==> config.mk <==
export PLATFORM = sky130hd
export DESIGN_NAME = sensor_frame_deframer
export DESIGN_NICKNAME = d
export VERILOG_FILES = /design/src/sv/sfd_pkg.sv /design/src/sv/sfd_ram.sv /design/src/sv/sensor_frame_deframer.sv
export SDC_FILE = /design/constraint.sdc
export NUM_CORES = 1
export LEC_CHECK = 0
export CAP_MARGIN = 0
export CORE_MARGIN = 2
export CORE_UTILIZATION = 60
export DETAILED_ROUTE_END_ITERATION = 10
export DONT_BUFFER_PORTS = 1
export PLACE_DENSITY = 0.76
export SYNTH_ARGS = -nofsm -noshare
export SYNTH_HDL_FRONTEND = slang
export SYNTH_SLANG_ARGS = --single-unit
==> constraint.sdc <==
create_clock -name clk -period 11.2 [get_ports clk]
set_input_delay 1.12 -clock clk [delete_from_list [all_inputs] [get_ports clk]]
set_output_delay 1.12 -clock clk [all_outputs]
set_load 0.01 [all_outputs]
==> src/sv/sfd_pkg.sv <==
// Package for the sensor frame deframer: frame geometry, marker bytes,
// field codes, decode constants and the field layout table. No dependencies.
`default_nettype none

package sfd_pkg;

  localparam int FRAME_BYTES = 60;
  localparam int AW = $clog2(FRAME_BYTES);       // window RAM address width
  localparam int FW = $clog2(FRAME_BYTES + 1);   // fill count width

  localparam logic [7:0] SYNC0_BYTE = 8'hAB;
  localparam logic [7:0] SYNC1_BYTE = 8'h14;
  localparam logic [7:0] TAIL_BYTE  = 8'h5A;

  // field codes
  localparam logic [3:0] FID_SPEED0   = 4'd0;
  localparam logic [3:0] FID_SPEED3   = 4'd3;
  localparam logic [3:0] FID_HEADING  = 4'd4;
  localparam logic [3:0] FID_PITCH    = 4'd5;
  localparam logic [3:0] FID_ROLL     = 4'd6;
  localparam logic [3:0] FID_ALT0     = 4'd7;
  localparam logic [3:0] FID_ALT5     = 4'd12;
  localparam logic [3:0] FID_PRESSURE = 4'd13;
  localparam logic [3:0] FID_TEMP     = 4'd14;
  localparam logic [3:0] FID_LEAK     = 4'd15;

  // pressure: (v - 16384) * 100 / 32768; temperature: v - 384 - 16000
  localparam logic signed [16:0] PRESS_OFFSET = 17'sd16384;
  localparam logic signed [7:0]  PRESS_SCALE  = 8'sd100;
  localparam int                 PRESS_SHIFT  = 15;
  localparam logic signed [16:0] TEMP_OFFSET  = 17'sd16384;

  typedef enum logic [2:0] {
    SFD_IDLE,
    SFD_EVICT,
    SFD_HDR0,
    SFD_HDR1,
    SFD_ERR,
    SFD_RD,
    SFD_ACC,
    SFD_OUT
  } sfd_state_t;

  typedef struct packed {
    logic [5:0] pos;   // first byte of the field in the window
    logic [2:0] nb;    // byte count
    logic       le;    // little-endian
  } field_desc_t;

  function automatic field_desc_t field_desc(input logic [3:0] fid);
    field_desc_t d;
    d = '{pos: 6'd0, nb: 3'd1, le: 1'b0};
    case (fid)
      4'd0:  d = '{pos: 6'd3,  nb: 3'd4, le: 1'b1};
      4'd1:  d = '{pos: 6'd7,  nb: 3'd4, le: 1'b1};
      4'd2:  d = '{pos: 6'd11, nb: 3'd4, le: 1'b1};
      4'd3:  d = '{pos: 6'd15, nb: 3'd4, le: 1'b1};
      4'd4:  d = '{pos: 6'd37, nb: 3'd4, le: 1'b0};
      4'd5:  d = '{pos: 6'd42, nb: 3'd4, le: 1'b0};
      4'd6:  d = '{pos: 6'd47, nb: 3'd4, le: 1'b0};
      4'd7:  d = '{pos: 6'd24, nb: 3'd2, le: 1'b0};
      4'd8:  d = '{pos: 6'd26, nb: 3'd2, le: 1'b0};
      4'd9:  d = '{pos: 6'd28, nb: 3'd2, le: 1'b0};
      4'd10: d = '{pos: 6'd30, nb: 3'd2, le: 1'b0};
      4'd11: d = '{pos: 6'd32, nb: 3'd2, le: 1'b0};
      4'd12: d = '{pos: 6'd34, nb: 3'd2, le: 1'b0};
      4'd13: d = '{pos: 6'd20, nb: 3'd2, le: 1'b0};
      4'd14: d = '{pos: 6'd22, nb: 3'd2, le: 1'b0};
      4'd15: d = '{pos: 6'd51, nb: 3'd1, le: 1'b0};
      default: d = '{pos: 6'd0, nb: 3'd1, le: 1'b0};
    endcase
    return d;
  endfunction

endpackage

`default_nettype wire

==> src/sv/sfd_ram.sv <==
// Generic simple dual-port RAM: one write port, one read port, registered read.
// No dependencies.
`default_nettype none

module sfd_ram #(
  parameter int WIDTH = 8,
  parameter int DEPTH = 64
) (
  input  wire logic                     clk,
  input  wire logic                     we,
  input  wire logic [$clog2(DEPTH)-1:0] waddr,
  input  wire logic [WIDTH-1:0]         wdata,
  input  wire logic                     re,
  input  wire logic [$clog2(DEPTH)-1:0] raddr,
  output logic      [WIDTH-1:0]         rdata
);

  logic [WIDTH-1:0] mem [DEPTH];

  always_ff @(posedge clk) begin
    if (we) begin
      mem[waddr] <= wdata;
    end
    if (re) begin
      rdata <= mem[raddr];
    end
  end

endmodule

`default_nettype wire

==> src/sv/sensor_frame_deframer.sv <==
// Sensor frame deframer top level: circular byte window in sfd_ram, header and
// checksum check, field-by-field decode sequencer. Depends on sfd_pkg, sfd_ram.
//
// Each received byte is handled in two steps: a read of the byte it evicts,
// then the write; a byte that completes a window ending 5A 5A adds the two
// header reads. A good frame then decodes 16 fields, reading the window a byte
// at a time (a read, then an accumulate step) through the single RAM read port
// (45 bytes), each field closed by an output step that waits for the sink.
// The frame checksum is a running XOR kept alongside the window, so it costs
// no extra pass. in_ready is high only while the sequencer is idle; the last
// result may still sit in the output register while the next byte is taken.
// No clearing pass after reset.
`default_nettype none

module sensor_frame_deframer
  import sfd_pkg::*;
(
  input  wire logic               clk,
  input  wire logic               rst_n,
  input  wire logic               in_valid,
  output logic                    in_ready,
  input  wire logic [7:0]         in_rx_byte,
  output logic                    out_valid,
  input  wire logic               out_ready,
  output logic      [3:0]         out_field_id,
  output logic signed [32:0]      out_field_value,
  output logic                    out_checksum_bad,
  output logic                    out_last_of_frame
);

  sfd_state_t state_r, state_nxt;

  logic [AW-1:0] wp_r, wp_inc;
  logic [FW-1:0] fill_r, fill_inc;
  logic          primed_r;
  logic [7:0]    byte_r;
  logic [7:0]    x_r;
  logic [7:0]    tail0_r, tail1_r;
  logic [3:0]    fid_r;
  logic [1:0]    k_r;
  logic [31:0]   acc_r;

  logic          out_valid_r;
  logic [3:0]    out_id_r;
  logic signed [32:0] out_value_r;
  logic          out_bad_r, out_last_r;

  logic          ram_we, ram_re;
  logic [AW-1:0] ram_raddr;
  logic [7:0]    ram_rdata;

  logic          in_accept, out_free;
  logic          tail_hit, csum_ok, last_byte;
  field_desc_t   desc;
  logic [1:0]    byte_off;
  logic [AW-1:0] pos_sel;
  logic [AW:0]   pos_sum;
  logic [AW-1:0] pos_addr;
  logic          load_err, load_field;
  logic signed [32:0] field_value;

  logic signed [16:0] word_s;
  logic signed [16:0] press_d;
  logic signed [23:0] press_p;
  logic signed [23:0] press_q;
  logic [7:0]         expo;

  sfd_ram #(.WIDTH(8), .DEPTH(FRAME_BYTES)) u_window (
    .clk   (clk),
    .we    (ram_we),
    .waddr (wp_r),
    .wdata (byte_r),
    .re    (ram_re),
    .raddr (ram_raddr),
    .rdata (ram_rdata)
  );

  assign in_accept = in_valid && in_ready;
  assign out_free  = !out_valid_r || out_ready;

  assign wp_inc   = (wp_r == AW'(FRAME_BYTES - 1)) ? '0 : wp_r + 1'b1;
  assign fill_inc = (fill_r == FW'(FRAME_BYTES)) ? fill_r : fill_r + 1'b1;

  // after this write the window ends tail1_r, byte_r
  assign tail_hit = (fill_inc == FW'(FRAME_BYTES)) && (tail1_r == TAIL_BYTE)
                    && (byte_r == TAIL_BYTE);
  // XOR of bytes 0..N-4 equals byte N-3 iff whole-window XOR ^ last two == 0
  assign csum_ok  = ((x_r ^ tail0_r ^ tail1_r) == 8'h00);

  assign desc      = field_desc(fid_r);
  assign last_byte = ({1'b0, k_r} == desc.nb - 3'd1);
  assign byte_off  = desc.le ? 2'(desc.nb - 3'd1 - {1'b0, k_r}) : k_r;

  // window position -> RAM address, oldest byte at wp_r
  assign pos_sum  = {1'b0, wp_r} + {1'b0, pos_sel};
  assign pos_addr = (pos_sum >= (AW+1)'(FRAME_BYTES)) ?
                    AW'(pos_sum - (AW+1)'(FRAME_BYTES)) : AW'(pos_sum);

  // ---------------- next state ----------------
  always_comb begin
    state_nxt = state_r;
    case (state_r)
      SFD_IDLE:  if (in_valid) state_nxt = SFD_EVICT;
      SFD_EVICT: state_nxt = tail_hit ? SFD_HDR0 : SFD_IDLE;
      SFD_HDR0:  state_nxt = (ram_rdata == SYNC0_BYTE) ? SFD_HDR1 : SFD_IDLE;
      SFD_HDR1: begin
        if (ram_rdata != SYNC1_BYTE) state_nxt = SFD_IDLE;
        else if (csum_ok)            state_nxt = SFD_RD;
        else                         state_nxt = SFD_ERR;
      end
      SFD_ERR:   if (out_free) state_nxt = SFD_IDLE;
      SFD_RD:    state_nxt = SFD_ACC;
      SFD_ACC:   state_nxt = last_byte ? SFD_OUT : SFD_RD;
      SFD_OUT: begin
        if (out_free) begin
          state_nxt = (fid_r == FID_LEAK) ? SFD_IDLE : SFD_RD;
        end
      end
      default:   state_nxt = SFD_IDLE;
    endcase
  end

  // ---------------- outputs of the sequencer ----------------
  always_comb begin
    in_ready   = 1'b0;
    ram_we     = 1'b0;
    ram_re     = 1'b0;
    ram_raddr  = wp_r;
    pos_sel    = '0;
    load_err   = 1'b0;
    load_field = 1'b0;
    case (state_r)
      SFD_IDLE: begin
        in_ready  = 1'b1;
        ram_re    = in_valid;      // fetch the byte about to be evicted
        ram_raddr = wp_r;
      end
      SFD_EVICT: begin
        ram_we    = 1'b1;
        ram_re    = tail_hit;      // window byte 0 is the new oldest
        ram_raddr = wp_inc;
      end
      SFD_HDR0: begin
        ram_re    = 1'b1;
        pos_sel   = AW'(1);
        ram_raddr = pos_addr;
      end
      SFD_RD: begin
        ram_re    = 1'b1;
        pos_sel   = AW'(desc.pos) + AW'(byte_off);
        ram_raddr = pos_addr;
      end
      SFD_ERR:  load_err   = out_free;
      SFD_OUT:  load_field = out_free;
      default: begin
        ram_re = 1'b0;
      end
    endcase
  end

  // ---------------- field decode ----------------
  assign word_s  = $signed({1'b0, acc_r[15:0]});
  assign press_d = word_s - PRESS_OFFSET;
  assign press_p = 24'(press_d) * 24'(PRESS_SCALE);
  // divide by 2^15 truncating toward zero
  assign press_q = press_p[23] ? ((press_p + 24'sd32767) >>> PRESS_SHIFT)
                               : (press_p >>> PRESS_SHIFT);
  assign expo    = acc_r[30:23];

  always_comb begin
    field_value = '0;
    case (fid_r) inside
      [FID_SPEED0:FID_SPEED3]: field_value = {acc_r[31], acc_r};
      [FID_HEADING:FID_ROLL]: begin
        if (expo == 8'h00 || expo == 8'hFF) field_value = '0;
        else                                field_value = {1'b0, acc_r};
      end
      [FID_ALT0:FID_ALT5]:     field_value = {17'd0, acc_r[15:0]};
      FID_PRESSURE:            field_value = 33'(press_q);
      FID_TEMP:                field_value = 33'(word_s - TEMP_OFFSET);
      FID_LEAK:                field_value = {25'd0, acc_r[7:0]};
      default:                 field_value = '0;
    endcase
  end

  // ---------------- registers ----------------
  always_ff @(posedge clk) begin
    if (!rst_n) begin
      state_r  <= SFD_IDLE;
      wp_r     <= '0;
      fill_r   <= '0;
      primed_r <= 1'b0;
      x_r      <= 8'h00;
      tail0_r  <= 8'h00;
      tail1_r  <= 8'h00;
      fid_r    <= '0;
      k_r      <= '0;
    end else begin
      state_r <= state_nxt;
      case (state_r)
        SFD_EVICT: begin
          wp_r    <= wp_inc;
          fill_r  <= fill_inc;
          // unwritten entries count as zero until the window first fills
          x_r     <= x_r ^ byte_r ^ (primed_r ? ram_rdata : 8'h00);
          tail0_r <= tail1_r;
          tail1_r <= byte_r;
          if (fill_inc == FW'(FRAME_BYTES)) begin
            primed_r <= 1'b1;
          end
        end
        SFD_HDR1: begin
          if (ram_rdata == SYNC1_BYTE) begin
            fill_r <= '0;
            fid_r  <= '0;
            k_r    <= '0;
          end
        end
        SFD_ACC: begin
          if (!last_byte) begin
            k_r <= k_r + 1'b1;
          end
        end
        SFD_OUT: begin
          if (out_free) begin
            fid_r <= fid_r + 1'b1;
            k_r   <= '0;
          end
        end
        default: begin
          k_r <= k_r;
        end
      endcase
    end
  end

  always_ff @(posedge clk) begin
    if (in_accept) begin
      byte_r <= in_rx_byte;
    end
    if (state_r == SFD_ACC) begin
      acc_r <= {acc_r[23:0], ram_rdata};
    end
  end

  // output register
  always_ff @(posedge clk) begin
    if (!rst_n) begin
      out_valid_r <= 1'b0;
    end else if (load_err || load_field) begin
      out_valid_r <= 1'b1;
    end else if (out_ready) begin
      out_valid_r <= 1'b0;
    end
  end

  always_ff @(posedge clk) begin
    if (load_err) begin
      out_id_r    <= FID_SPEED0;
      out_value_r <= '0;
      out_bad_r   <= 1'b1;
      out_last_r  <= 1'b1;
    end else if (load_field) begin
      out_id_r    <= fid_r;
      out_value_r <= field_value;
      out_bad_r   <= 1'b0;
      out_last_r  <= (fid_r == FID_LEAK);
    end
  end

  assign out_valid         = out_valid_r;
  assign out_field_id      = out_id_r;
  assign out_field_value   = out_value_r;
  assign out_checksum_bad  = out_bad_r;
  assign out_last_of_frame = out_last_r;

  // ---------------- assertions ----------------
  a_fill_bound: assert property (@(posedge clk) disable iff (!rst_n)
    fill_r <= FW'(FRAME_BYTES))
    else $error("fill count above frame length");

  a_accept_writes: assert property (@(posedge clk) disable iff (!rst_n)
    in_accept |=> ram_we)
    else $error("accepted byte not written to window");

  a_err_shape: assert property (@(posedge clk) disable iff (!rst_n)
    (out_valid && out_checksum_bad) |-> (out_last_of_frame && out_field_id == FID_SPEED0))
    else $error("malformed checksum error beat");

  a_last_is_leak: assert property (@(posedge clk) disable iff (!rst_n)
    (out_valid && out_last_of_frame && !out_checksum_bad) |-> (out_field_id == FID_LEAK))
    else $error("frame closed on wrong field");

  a_no_load_while_busy: assert property (@(posedge clk) disable iff (!rst_n)
    (load_err || load_field) |-> (!out_valid_r || out_ready))
    else $error("output register overwritten");

endmodule

`default_nettype wire

* Word level (Yosys, flattened, before mapping)
Memory sizes are Yosys's and may differ from the RTL's. A register that Yosys moved wholly into a read port is not among the register bits. Index checks and enable logic that the tools add are counted. Widths: inputs -> output; s select.
Storage, ports and cells: bits in registers 126, RAM bits 480, memory bits (read-only) 160, bits of input ports 12, output and inout port bits 41, memories 2
Memories:
- u_window.mem | depth 60, bits a word 8, rd ports 1, clocked after Yosys merged registers in 1, write ports 1, RTL line sfd_ram.sv:18 | logic [WIDTH-1:0] mem [DEPTH];
- (no name shown) | depth 16, bits a word 10, rd ports 1, clocked after Yosys merged registers in 1, write ports 0, RTL line sfd_pkg.sv:53 | case (fid)
Cells by class: add/sub/neg operators 12, multiply operators 1, $lt $le $gt $ge 7, equality and inequality tests 25, muxes and demuxes 45, bitwise gates (word level) 4, reductions and logical operators 23
Operators by type and width (number):
- $mux 33 | 5
- $pmux 6 s2 | 3
- $sub 16x15->17 const B | 2
- $mux 32 | 1
- $xor 8x8->8 | 4
- $add 24x16->24 const B | 1
- $mux 24 | 1
- $mux 6 | 4
- $pmux 3 s8 | 1
- $mul 17x6->22 const B | 1
- $eq 6x6->1 const B | 3
- $eq 8x7->1 const B | 2
- $eq 8x8->1 const B | 2
- $logic_not 8->1 | 2
- $mux 4 | 4
- $mux 8 | 2
- $mux 3 | 5
- $mux 2 | 7
- $add 6x1->6 const B | 2
- $eq 3x3->1 const B | 4
- $eq 4x4->1 const B | 3
- $ne 2x2->1 const B | 5
- $mux 1 | 9
- $eq 8x5->1 const B | 1
- other kinds (30) | 43

* Depth between registers and ports, before layout
depth in word-level cells 9, gate-level depth with buffers 26, mapped depth without buffers 24

* Modules after synthesis
A second synthesis with hierarchy kept.
Second synthesis, totals: cells, all modules 1927, area total of the unflattened synthesis 28179.5 um^2
Modules (own cells, without submodules):
- sfd_ram | instances 1, cells each 925, area each 19319.8 um^2, seq. area each 14654.1 um^2
- sensor_frame_deframer | instances 1, cells each 1002, area each 8859.7 um^2, seq. area each 3123.0 um^2

* Least setup slack after synthesis
OpenSTA, ideal clock, no wires.
kind register -> register, from register desc[1] (netlist name), to register u_window.rdata[1] (read register of u_window.mem), data pin, arrival time 4.446 ns, path slack 6.482 ns, stages on the path, launching flop included 24, path buffers 1, cells stage by stage dfxtp_1 -> inv_1 -> ha_1 -> xnor2_1 -> nand2_1 -> xnor2_1 -> fa_1 -> nand3_1 -> inv_1 -> ha_1 -> a211o_1 -> a21oi_1 -> nor2_1 -> ha_1 -> and3b_1 -> o21bai_1 -> o31ai_2 -> a21oi_1 -> o21ai_1 -> buf_1 -> mux2i_1 -> mux2i_1 -> a32oi_1 -> o221ai_1
Between the ends: word-level cells in the longest chain between the ends 9, elaborated cells on any way between the ends 10, those cells by class 5 x add/sub; 1 x order compare; 4 x mux
Ends and longest elaborated chain:
- $sub 3x1->3 * | RTL line sensor_frame_deframer.sv:92 | assign byte_off = desc.le ? 2'(desc.nb - 3'd1 - {1'b0, k_r}) : k_r;
- $sub 2x2->2 * | RTL line sensor_frame_deframer.sv:92
- $mux 2 * | RTL line sensor_frame_deframer.sv:92
- $add 6x2->6 * | RTL line sensor_frame_deframer.sv:150 | pos_sel = AW'(desc.pos) + AW'(byte_off);
- $pmux 6 s2 * | RTL line sensor_frame_deframer.sv:132 | case (state_r)
- $add 6x6->7 * | RTL line sensor_frame_deframer.sv:95 | assign pos_sum = {1'b0, wp_r} + {1'b0, pos_sel};
- $sub 6x6->6 or $ge 7x6->1 (tied branches) | RTL line sensor_frame_deframer.sv:97, sensor_frame_deframer.sv:96
- $mux 6 * | RTL line sensor_frame_deframer.sv:96 | assign pos_addr = (pos_sum >= (AW+1)'(FRAME_BYTES)) ?
- $pmux 6 s2 * | RTL line sensor_frame_deframer.sv:132
- end: declaration | RTL line sfd_ram.sv:15 | output logic [WIDTH-1:0] rdata
Every way passes the cells marked *; elsewhere a longest branch is shown, timed or not. A chain may end at the register's enable or synchronous reset.

* Final worst setup path
from register desc[1] (netlist name), to register u_window.rdata[7] (read register of u_window.mem), data pin
Between the ends: word-level cells in the longest chain between the ends 9, elaborated cells on any way between the ends 10, those cells by class 5 x add/sub; 1 x order compare; 4 x mux
Ends and longest elaborated chain (RTL line):
- $sub 3x1->3 * | sensor_frame_deframer.sv:92
- $sub 2x2->2 * | sensor_frame_deframer.sv:92
- $mux 2 * | sensor_frame_deframer.sv:92
- $add 6x2->6 * | sensor_frame_deframer.sv:150
- $pmux 6 s2 * | sensor_frame_deframer.sv:132
- $add 6x6->7 * | sensor_frame_deframer.sv:95
- $sub 6x6->6 or $ge 7x6->1 (tied branches) | sensor_frame_deframer.sv:97, sensor_frame_deframer.sv:96
- $mux 6 * | sensor_frame_deframer.sv:96
- $pmux 6 s2 * | sensor_frame_deframer.sv:132
Marked as above.

==> results.json <==
{
  "status": "completed",
  "remaining_drc_errors": 0,
  "ctsResizeCount": 0,
  "cp_data_arrival_time_ns": 6.64,
  "core.rowCount": 80,
  "post-route-period-util_pct": 56.16,
  "fill_cells": 3448,
  "netSwitchingFraction_pct": 22.92,
  "reg2reg_depth": 17,
  "drt-initial-drc-count": 1863,
  "cts-root-to-sink-buffers": 3,
  "power_frac_seq_pct": 52.4,
  "internal-power_uw": 3764,
  "numPortBuffers": 0,
  "diodes": 0,
  "synthesis.nets": 2340,
  "multi_input_area_sq_um": 9952,
  "combinationalPowerShare_pct": 7.9,
  "dominantRegCellSynth": "sky130_fd_sc_hd__edfxtp_1",
  "rsz_0062_raised_after_global_routing": "no",
  "netlist_instances": 2238,
  "layout.nets": 2293,
  "synth_largest_type_area_fraction_pct": 55.27,
  "clock_power_share_pct": 39.7,
  "final_antenna_net_count": 0,
  "fin_setup_tns_ns": 0,
  "maxSlewHeadroom_pct": 28.26,
  "timing.critical_path.fanout_max": 84,
  "maximum_vdd_drop_v": 0.0001228,
  "holdCritStartpoint": "acc_r[21]$_DFFE_PP_",
  "cts_buffers": 59,
  "total_global_routing_track_utilization_pct": 25.84,
  "grt_pass1_vias": 17480,
  "ys_seq_area_share_pct": 61.97,
  "power.leakage_uw": 0.01036,
  "yosys.area.top_type": "sky130_fd_sc_hd__edfxtp_1",
  "cts_tree": "done",
  "grt.overflow.total": 0,
  "drt-total-wl_um": 63770,
  "maxClockFrequency_ghz": 0.1590,
  "placeableCoreArea_sq_um": 47450,
  "async_reset_ff_share_pct": 0,
  "dieHeight_um": 222.7,
  "final_max_slew_viol_count": 0,
  "grt_pass1_wl_um": 99670,
  "crit_path_start_kind": "flop",
  "grt_start_max_net_pins": 181,
  "netlist_top_cells_area": "sky130_fd_sc_hd__edfxtp_1, sky130_fd_sc_hd__dfxtp_1, sky130_fd_sc_hd__mux2i_1",
  "path_class": "reg2reg",
  "layout_min_cycle_time_ns": 6.289,
  "worstSetupStartpoint": "desc[1]$_SDFF_PN0_",
  "power.net_switching_uw": 1119,
  "reg2reg_from": "desc[1]$_SDFF_PN0_",
  "setup_slack_ns": 4.911,
  "avgViaCountPerCell": 6.279,
  "syn_avg_cell_area_sq_um": 12.82,
  "fraction_of_final_layout_cells_with_drive_strength_greater_than_1_pct": 7.562,
  "worst_clock_skew_ns": 0.01572,
  "hold_path_class": "reg2reg",
  "ff_latch_area_sq_um": 17780,
  "dieWidth_um": 222.7,
  "synth.cell_area_sq_um": 28690,
  "fp.dieArea_sq_um": 49580,
  "cts.root.buffer_cell": "sky130_fd_sc_hd__clkbuf_16",
  "dp_hpwl_um": 40390,
  "finalSetupViolCount": 0,
  "critical_path_required_ns": 11.55,
  "ys_types": 87,
  "grt_antenna_before_repair": 0,
  "critical_path_capture_point": "u_window.rdata[7]$_DFFE_PP_",
  "routedWlPerCell_um": 22.38,
  "power_per_cell_area_nw_per_um2": 158.1,
  "worst_slew_pin_slew_ns": 1.068,
  "timing.max_cap.violations": 0,
  "clock_insertion_delay_worst_skew_ns": 0.63,
  "post-synth-top-count-cell": "sky130_fd_sc_hd__edfxtp_1",
  "drt_pass1_iterations": 8,
  "synthesis.yosys.warnings": 0,
  "rrSetupSlack_ns": 4.91,
  "cts-htree-levels": 2,
  "cts_hold_buffers": 0,
  "critical_path.reg2reg.endpoint": "u_window.rdata[7]$_DFFE_PP_",
  "worst_setup_hold_path_clk_slew_ns": 0.06,
  "area_growth_syn_to_layout_pct": 7.659,
  "ys_seq_elements": 624,
  "post-cts-setup-buffer-count": 0,
  "critical_path.endpoint_type": "flop",
  "start_util_pct": 60.47,
  "synth_top_cells_by_count": "sky130_fd_sc_hd__edfxtp_1, sky130_fd_sc_hd__nand2_1, sky130_fd_sc_hd__mux2i_1",
  "clock-sinks": 624,
  "report.final.hold_viol_count": 0,
  "synth_edf_count": 528,
  "post-place-ws_ns": 5.014,
  "ios": 53,
  "via_count": 17900,
  "gp_congestion": 0.8638
}
==> cell usage in the layout (no fill, tap or decap), drive strengths merged, types with 5 or more instances in the layout <==
cell type    n
nor3        12
nand2      161
a31oi       12
and2        21
o31ai       13
a21oi      142
nor2       128
clkinv      21
nand3       38
o221a       16
o211a        8
a211o       18
inv         94
nand4       16
a21o        11
mux2        33
a211oi     131
nand3b       5
dfxtp       96
mux2i      148
xnor2       41
nor4         9
ha          74
o21ai       76
nor2b      101
o211ai      36
and3        14
fa          16
o21a         9
edfxtp     528
buf         21
xor2        21
a32oi        8
nand2b       9
or3         11
clkbuf      76
==> how the worst min path moves through the flow <==
stage,slack (ns),end,cells past startpoint
floorplan,0.42,acc_r[24]$_DFFE_PP_,0
global placement,0.43,acc_r[29]$_DFFE_PP_,0
detailed placement,0.43,acc_r[28]$_DFFE_PP_,0
CTS,0.44,acc_r[28]$_DFFE_PP_,0
global route,0.45,acc_r[29]$_DFFE_PP_,0
finish,0.44,acc_r[29]$_DFFE_PP_,0
==> logic make-up after synthesis <==
logic type | Yosys count | synth area share (%)
compound gates | 516 | 12.36
simple gates | 544 | 9.364
buf+inv | 221 | 3.524
mux | 181 | 6.459
flops | 624 | 61.97
fa+ha+maj | 90 | 4.344
xor+xnor | 62 | 1.984
==> routing by layer <==
layer  up-vias  routed length [um]  global-route usage, %  share of wire, %
met5         -                   0                      0                 0
met4         0                2129                  9.396               3.3
met3       140                4636                  3.941               7.3
met2       719               31460                  43.67                49
met1      8742               25550                  34.12                40
li1       8294                   -                      -                 -
==> state kept, by name, summed over array words and instances, names as in the netlist <==
name               flops
u_window.mem         480
out_field_value       33
acc_r                 32
desc                  10
byte_r                 8
tail0_r                8
tail1_r                8
u_window.rdata         8
x_r                    8
fill_r                 6
wp_r                   6
fid_r                  4
out_field_id           4
state_r                3
k_r                    2
out_checksum_bad       1
out_last_of_frame      1
out_valid              1
primed_r               1
==> stage by stage <==
step | area (sq um) | util [%] | instances | hold WS (ns) | total power [uW]
after floorplan | 28690 | - | 2238 | 0.4174 | 2883
after global routing | 30890 | 65.10 | 2850 | 0.4518 | 5017
after CTS | 30890 | 65.10 | 2850 | 0.4429 | 4903
after global placement | 29030 | 61.18 | 2745 | 0.4305 | 2984
after detailed placement | 29030 | 61.18 | 2745 | 0.4281 | 2991
final | 30890 | 65.10 | 2850 | 0.4387 | 4883
==> area by class of cell <==
class,count,share of cell area (%)
tap,615,2.491
sequential,624,57.56
clock buffer,76,5.185
inverter,92,1.118
clock inverter,29,0.8345
multi-input combinational,1393,32.22
timing repair buffer,21,0.5915
==> worst max-delay path: stages (launching register included) <==
cell and delay (ns):
sky130_fd_sc_hd__dfxtp_1 0.34, sky130_fd_sc_hd__inv_1 0.05, sky130_fd_sc_hd__ha_1 0.33, sky130_fd_sc_hd__xnor2_1 0.18, sky130_fd_sc_hd__nand2_1 0.09, sky130_fd_sc_hd__xnor2_1 0.17, sky130_fd_sc_hd__fa_1 0.53, sky130_fd_sc_hd__nand3_1 0.12
sky130_fd_sc_hd__fa_1 0.57, sky130_fd_sc_hd__a221oi_1 0.50, sky130_fd_sc_hd__a2bb2oi_4 0.17, sky130_fd_sc_hd__buf_4 0.68, sky130_fd_sc_hd__buf_4 0.87, sky130_fd_sc_hd__nor2b_1 0.13, sky130_fd_sc_hd__a211oi_1 0.25, sky130_fd_sc_hd__a211oi_1 0.12
sky130_fd_sc_hd__o31ai_1 0.71, sky130_fd_sc_hd__o211ai_1 0.14
==> power by group through the flow <==
stage | combinational (uW) | sequential, uW | clock [uW]
6_report | 385 | 2560 | 1940
3_5_place_dp | 381 | 2610 | 0
2_1_floorplan | 267 | 2620 | 0
5_1_grt | 417 | 2560 | 2040
4_1_cts | 384 | 2560 | 1960
3_3_place_gp | 375 | 2610 | 0
(Power assumes the default switching activity.)
